===== config.mk =====
export PLATFORM = sky130hd
export DESIGN_NAME = hbsa_zfind
export DESIGN_NICKNAME = d
export VERILOG_FILES = /design/src/hbsa_pkg.sv /design/src/hbsa_zfind.sv
export SDC_FILE = /design/constraint.sdc
export NUM_CORES = 1
export LEC_CHECK = 0
export ABC_AREA = 1
export BUFFER_PORTS_ARGS = -buffer_cell sky130_fd_sc_hd__clkbuf_2
export CAP_MARGIN = 40
export CORE_MARGIN = 2
export CORE_UTILIZATION = 35
export DETAILED_ROUTE_END_ITERATION = 8
export GPL_TIMING_DRIVEN = 0
export RECOVER_POWER = 50
export SETUP_SLACK_MARGIN = 0.1
export SYNTH_ARGS = -nofsm -noshare
export SYNTH_HDL_FRONTEND = slang
export SYNTH_SLANG_ARGS = --single-unit

===== constraint.sdc =====
create_clock -name vclk -period 6.53
set_clock_uncertainty 0.15 [all_clocks]
set_input_delay 0.3265 -clock vclk [all_inputs]
set_output_delay 0.3265 -clock vclk [all_outputs]
set_load 0.03 [all_outputs]

===== src/hbsa_pkg.sv =====
// ----------------------------------------------------------------------------
// hbsa_pkg
// Shared constants, codes and types of the hierarchical bitmap slot allocator.
// ----------------------------------------------------------------------------
`default_nettype none

package hbsa_pkg;

    // geometry, as log2 of each level
    localparam int SEG_W             = 5;
    localparam int WORD_W            = 5;
    localparam int BIT_W             = 6;
    localparam int SEGMENTS          = 1 << SEG_W;
    localparam int WORDS_PER_SEGMENT = 1 << WORD_W;
    localparam int BITS_PER_WORD     = 1 << BIT_W;
    localparam int ADDR_W            = SEG_W + WORD_W;
    localparam int TOTAL_WORDS       = 1 << ADDR_W;
    localparam int SLOT_W            = SEG_W + WORD_W + BIT_W;

    // shared zero-search unit, wide enough for any level
    localparam int FIND_W       = 64;
    localparam int FIND_IDX_W   = 6;
    localparam int FIND_START_W = 7;

    // stream fields
    localparam int FUNC_W      = 2;
    localparam int SLOT_IN_W   = 16;
    localparam int IN_TDATA_W  = 24;
    localparam int OUT_TDATA_W = 24;

    // function codes
    typedef logic [FUNC_W-1:0] func_t;
    localparam func_t FUNC_MARK = 2'd0;
    localparam func_t FUNC_FREE = 2'd1;
    localparam func_t FUNC_FIND = 2'd2;

    // sequencer states
    typedef enum logic [3:0] {
        ST_CLEAR,
        ST_IDLE,
        ST_RD,
        ST_MOD,
        ST_FW0,
        ST_FS1,
        ST_FS2,
        ST_FW1,
        ST_FRD,
        ST_FBIT,
        ST_OUT
    } state_t;

endpackage

`default_nettype wire


===== src/hbsa_zfind.sv =====
// ----------------------------------------------------------------------------
// hbsa_zfind
// Shared search unit: lowest clear bit at or above a start position.
// ----------------------------------------------------------------------------
`default_nettype none

module hbsa_zfind
    import hbsa_pkg::*;
(
    input  wire logic [FIND_W-1:0]       vec,
    input  wire logic [FIND_START_W-1:0] start,
    output logic                         found,
    output logic      [FIND_IDX_W-1:0]   idx
);

    logic [FIND_W-1:0] masked;

    // bits below the start count as used
    always_comb
    begin
        for (int i = 0; i < FIND_W; i++)
        begin
            masked[i] = vec[i] | (FIND_START_W'(i) < start);
        end
    end

    // priority encoder on the lowest clear bit
    always_comb
    begin
        idx = '0;
        for (int i = FIND_W - 1; i >= 0; i--)
        begin
            if (!masked[i])
            begin
                idx = FIND_IDX_W'(i);
            end
        end
        found = ~&masked;
    end

endmodule

`default_nettype wire


======== After elaboration in Yosys (flattened, before gate mapping) ========
Cells that the tools add are included.
cells by class
  bitwise operators ....................... 64
  reduce and logical (&&, ||, !) cells .... 2
  $lt $le $gt $ge ......................... 64
  multiplexer cells ....................... 64
operators with widths
  operator                                                                      count
  6-bit two-way mux                                                             64
  6-bit by 7-bit less-than comparator with 1-bit output (first input constant)  32
  5-bit by 7-bit less-than comparator with 1-bit output (first input constant)  16
  1-bit OR                                                                      64
  64-bit AND reduction                                                          1
  4-bit by 7-bit less-than comparator with 1-bit output (first input constant)  8
  3-bit by 7-bit less-than comparator with 1-bit output (first input constant)  4
  1-bit by 7-bit less-than comparator with 1-bit output (first input constant)  2
  2-bit by 7-bit less-than comparator with 1-bit output (first input constant)  2
  1-bit zero test                                                               1
word-level totals
  output and inout port bits .............. 7
  bits in registers ....................... 0
  input bits .............................. 71
  logic and storage cells ................. 194

======== Logic depth before layout (Yosys ltp) ========
  depth after elaboration ................. 66
  gate-level depth with buffers ........... 67
  gate-level depth less buffers ........... 66

======== Least setup slack after synthesis ========
No wires, ideal clock.
  path kind ............................... input to output
  start ................................... input start[2]
  end ..................................... output idx[0]
  required time ........................... 6.053 ns
  stages .................................. 65
  arrival time ............................ 3.785 ns
  path buffers ............................ 1
  path slack .............................. 2.268 ns
  path through ............................ buf_6 clkinv_2 a21oi_4 inv_2 o21ai_4 nand2_1 nand2_1 nand2_1 nand2_1 nand2_1 nand2_1 nand2_1 nand2_1 nand2_1 nand2_1 nand2_1 nand2_1 nand2_1 [... 29 more ...] nand2_1 nand2_1 nand2_1 nand2_1 nand2_1 nand2_1 nand2_1 nand2_1 nand2_1 nand2_1 nand2_1 nand2_1 nand2_1 nand2_1 nand2_1 nand2_1 nand2_1 a21oi_2
between the ends
  word-level cells in the longest chain between the ends .. 66
ends and longest elaborated chain
  item                                                   RTL line          source
  from (decl)                                            hbsa_zfind.sv:11  input wire logic [FIND_START_W-1:0] start,
  6-bit by 7-bit less-than comparator with 1-bit output  hbsa_zfind.sv:23  masked[i] = vec[i] | (FIND_START_W'(i) < start);
  1-bit OR                                               hbsa_zfind.sv:23
  6-bit two-way mux (63 in a row)                        hbsa_zfind.sv:33  if (!masked[i])
  6-bit two-way mux (*)                                  hbsa_zfind.sv:33
  to (decl)                                              hbsa_zfind.sv:13  output logic [FIND_IDX_W-1:0] idx
Mark *: on every way between the ends. The rest lies on a longest branch, timed or not.

======== Final worst setup path ========
Same ends and word-level chain as after synthesis.

==> PnR_summary.wiki <==
{| class="wikitable"
! Metric !! Value
|-
| Status || complete, no violations
|-
| Normalized max-slew margin || 49.4%
|-
| Horizontal die dimension || 72.1 um
|-
| Count of final max-slew check failures || 0
|-
| Maximum vdd ir drop || 0.0563 mV
|-
| Synthesis-to-layout area growth || 27.5%
|-
| WP data required || 6.05 ns
|-
| Sum of buffers and inverters on the critical path || 3
|-
| TritonRoute pass-1 iters || 4
|-
| Effective utilization at floorplan || 36.8%
|-
| Layout cell share with drive strength beyond 1 || 21.4%
|-
| Worst setup path startpoint || start[2]
|-
| Fmax || 197 MHz
|-
| Total grt overflow || 0
|-
| Setup Crit Path Kind || input pin to output port
|-
| Source of the worst hold timing path || vec[1]
|-
| Power per standard cell area || 82.9 nW/um^2
|-
| Setup crit end || idx[0]
|-
| Die area || 5200 sq um
|-
| DRC || 0
|-
| Diodes inserted || 0
|-
| WL per Instance || 11.1 um
|-
| Number of nets in the synthesized netlist || 434
|-
| Transition time at the pin with the least slew margin || 0.756 ns
|-
| Vias in the first global route || 2,154
|-
| Area taken by flip-flops and latches || 0 sq um
|-
| Core region area || 4410 sq um
|-
| Period Utilization, post-route || 77.6%
|-
| Worst-path cell with the longest stage delay || sky130_fd_sc_hd__nor2_1
|-
| Setup TNS || 0 ns
|-
| Critical Path Most Common Cell || sky130_fd_sc_hd__nand2_1
|-
| Detailed placement HPWL || 4710 um
|-
| Worst min-delay path category || input pin to output port
|-
| Number of setup violations in the final report || 0
|-
| Fraction of post-synthesis cell area in the top cell type by area || 24.7%
|-
| Top Family by Delay on Critical Path || simple AND/OR/NAND/NOR gates
|-
| Post-synthesis area per instance || 4.48 sq um
|-
| Number of buffers added for setup after CTS || 0
|-
| Nets@finish || 513
|-
| Gate count after technology mapping || 363
|-
| Cell type with the highest aggregate area in the netlist || sky130_fd_sc_hd__nand2_1
|-
| Leakage || 1.28 nW
|-
| Arrival time reported for the critical path endpoint || 4.59 ns
|-
| Vias after detailed routing || 2,374
|-
| Setup repair after global routing missed its margin || false
|-
| Count of final hold-check violations || 0
|-
| Global-route wire length before repair || 9070 um
|-
| Total GRT Usage || 21.1%
|-
| Setup crit start kind || input pin
|-
| Count of yosys warnings during synthesis || 0
|-
| Cell area after synthesis || 1630 sq um
|-
| Die Y || 72.1 um
|-
| Crit-path max FO || 10
|-
| Boundary Pins || 78
|-
| Final critical-path required period || 5.07 ns
|-
| Number of distinct standard cells referenced by the synthesized netlist || 30
|-
| Part of the Yosys area used for sequential elements || 0%
|-
| Maximum number of pins on one net before global-route repair || 11
|-
| Number of core rows || 24
|-
| Post-CTS Hold Buffers || 0
|-
| Number of port buffers || 77
|-
| Weighted congestion at the end of routability-driven global placement || 0.885
|-
| Overall routed net length || 5470 um
|-
| Cells taking the most area after synthesis || sky130_fd_sc_hd__nand2_1 (25%), sky130_fd_sc_hd__nor2_1 (19%), sky130_fd_sc_hd__inv_1 (13%), sky130_fd_sc_hd__o21ai_0 (7.4%), sky130_fd_sc_hd__o21bai_1 (6.9%)
|-
| Worst path max stage delay || 0.45 ns
|-
| Residual antenna-violating net count after detailed routing || 0
|-
| Cell count along the critical path || 62
|-
| Max-Cap Viols || 0
|-
| DR vias/cell || 4.83
|-
| Count of routing violations after the opening detailed-route iteration || 100
|-
| Count of flip-flops and latches || 0
|-
| Initial antenna violation count || 0
|-
| Final design utilization || 46.9%
|-
| # resized after CTS || 0
|-
| Clock buffers || 0
|-
| Endpoint kind of the worst setup timing path || output port
|}
[cell usage after synthesis]
library cell	number
sky130_fd_sc_hd__a21oi_1	14
sky130_fd_sc_hd__o31ai_1	1
sky130_fd_sc_hd__o21ai_0	24
sky130_fd_sc_hd__nand4_1	1
sky130_fd_sc_hd__clkbuf_1	1
sky130_fd_sc_hd__or2_2	1
sky130_fd_sc_hd__inv_1	58
sky130_fd_sc_hd__a31oi_1	3
sky130_fd_sc_hd__nor2_2	3
sky130_fd_sc_hd__a21oi_4	1
sky130_fd_sc_hd__a21boi_0	2
sky130_fd_sc_hd__o21ai_4	1
sky130_fd_sc_hd__nand3_1	4
sky130_fd_sc_hd__or3_1	1
sky130_fd_sc_hd__and2_2	1
sky130_fd_sc_hd__buf_6	2
sky130_fd_sc_hd__nand2_4	2
sky130_fd_sc_hd__clkinv_2	2
sky130_fd_sc_hd__o21ai_2	1
sky130_fd_sc_hd__nand2_1	107
sky130_fd_sc_hd__nor3_1	21
sky130_fd_sc_hd__nand2_2	2
sky130_fd_sc_hd__o21bai_1	15
sky130_fd_sc_hd__nor2_1	84
sky130_fd_sc_hd__o21a_1	3
sky130_fd_sc_hd__inv_2	3
sky130_fd_sc_hd__a21oi_2	1
sky130_fd_sc_hd__clkinv_1	1
sky130_fd_sc_hd__and2_1	2
sky130_fd_sc_hd__o21ai_1	1
[worst min-delay path by stage]
stage | end | slack (ns) | cells after the start
finish | idx[0] | 0.91 | 5
global route | idx[0] | 0.97 | 5
CTS | idx[0] | 0.92 | 5
detailed placement | idx[0] | 0.92 | 5
global placement | idx[0] | 0.92 | 5
floorplan | idx[0] | 0.71 | 3
[cell usage in the layout (no fill, tap or decap), types with 3 or more instances in the layout]
| cell | instances |
|---|---|
| sky130_fd_sc_hd__nand2_1 | 107 |
| sky130_fd_sc_hd__nor2_1 | 84 |
| sky130_fd_sc_hd__clkbuf_2 | 74 |
| sky130_fd_sc_hd__inv_1 | 58 |
| sky130_fd_sc_hd__o21ai_0 | 24 |
| sky130_fd_sc_hd__nor3_1 | 21 |
| sky130_fd_sc_hd__o21bai_1 | 15 |
| sky130_fd_sc_hd__a21oi_1 | 14 |
| sky130_fd_sc_hd__clkbuf_1 | 4 |
| sky130_fd_sc_hd__nand3_1 | 4 |
| sky130_fd_sc_hd__nor2_2 | 3 |
| sky130_fd_sc_hd__inv_2 | 3 |
| sky130_fd_sc_hd__a31oi_1 | 3 |
| sky130_fd_sc_hd__o21a_1 | 3 |
[layer usage]
layer	global-route usage (%)	wire, um	vias up
li1	-	-	1288
met1	27.7	2520	1002
met2	38.3	2510	74
met3	1.39	338	10
met4	3.56	103	0
met5	0	0	-
[metrics by stage]
stage          setup slack (ns)  hold slack [ns]  instance area, sq um  power (mW)  instances
5_1_grt                   0.761            0.972                  2070       0.196        492
3_5_place_dp               1.45            0.919                  2080       0.172        492
6_report                   1.46            0.915                  2070       0.172        492
4_1_cts                    1.44            0.920                  2080       0.173        492
3_3_place_gp               1.47            0.915                  2080       0.171        492
2_1_floorplan              2.27            0.714                  1630       0.118        363
[area by class of cell]
class | instances | area, sq um
repair buffers | 77 | 382
well taps | 52 | 65.1
plain buffers | 3 | 26.3
multi-input cells | 296 | 1360
inverters | 64 | 243
fillers | 531 | 2340
[worst min-delay path, cell delays in order]
cell                       delay [ns]
sky130_fd_sc_hd__clkbuf_2        0.08
sky130_fd_sc_hd__nor3_1          0.05
sky130_fd_sc_hd__inv_1           0.06
sky130_fd_sc_hd__a21oi_2         0.05
sky130_fd_sc_hd__clkbuf_2        0.17
[cells by family after synthesis]
family	count (synthesis)	share of synthesized area [%]
buf+inv	67	16.6
compound gates	67	25.9
simple gates	229	57.5
[power by group]
part / total, mW / internal, mW / switching (mW)
Sequential: 0 / 0 / 0
Clock: 0 / 0 / 0
Combinational: 0.172 / 0.0627 / 0.109
Power figures use the tool's default switching activity.
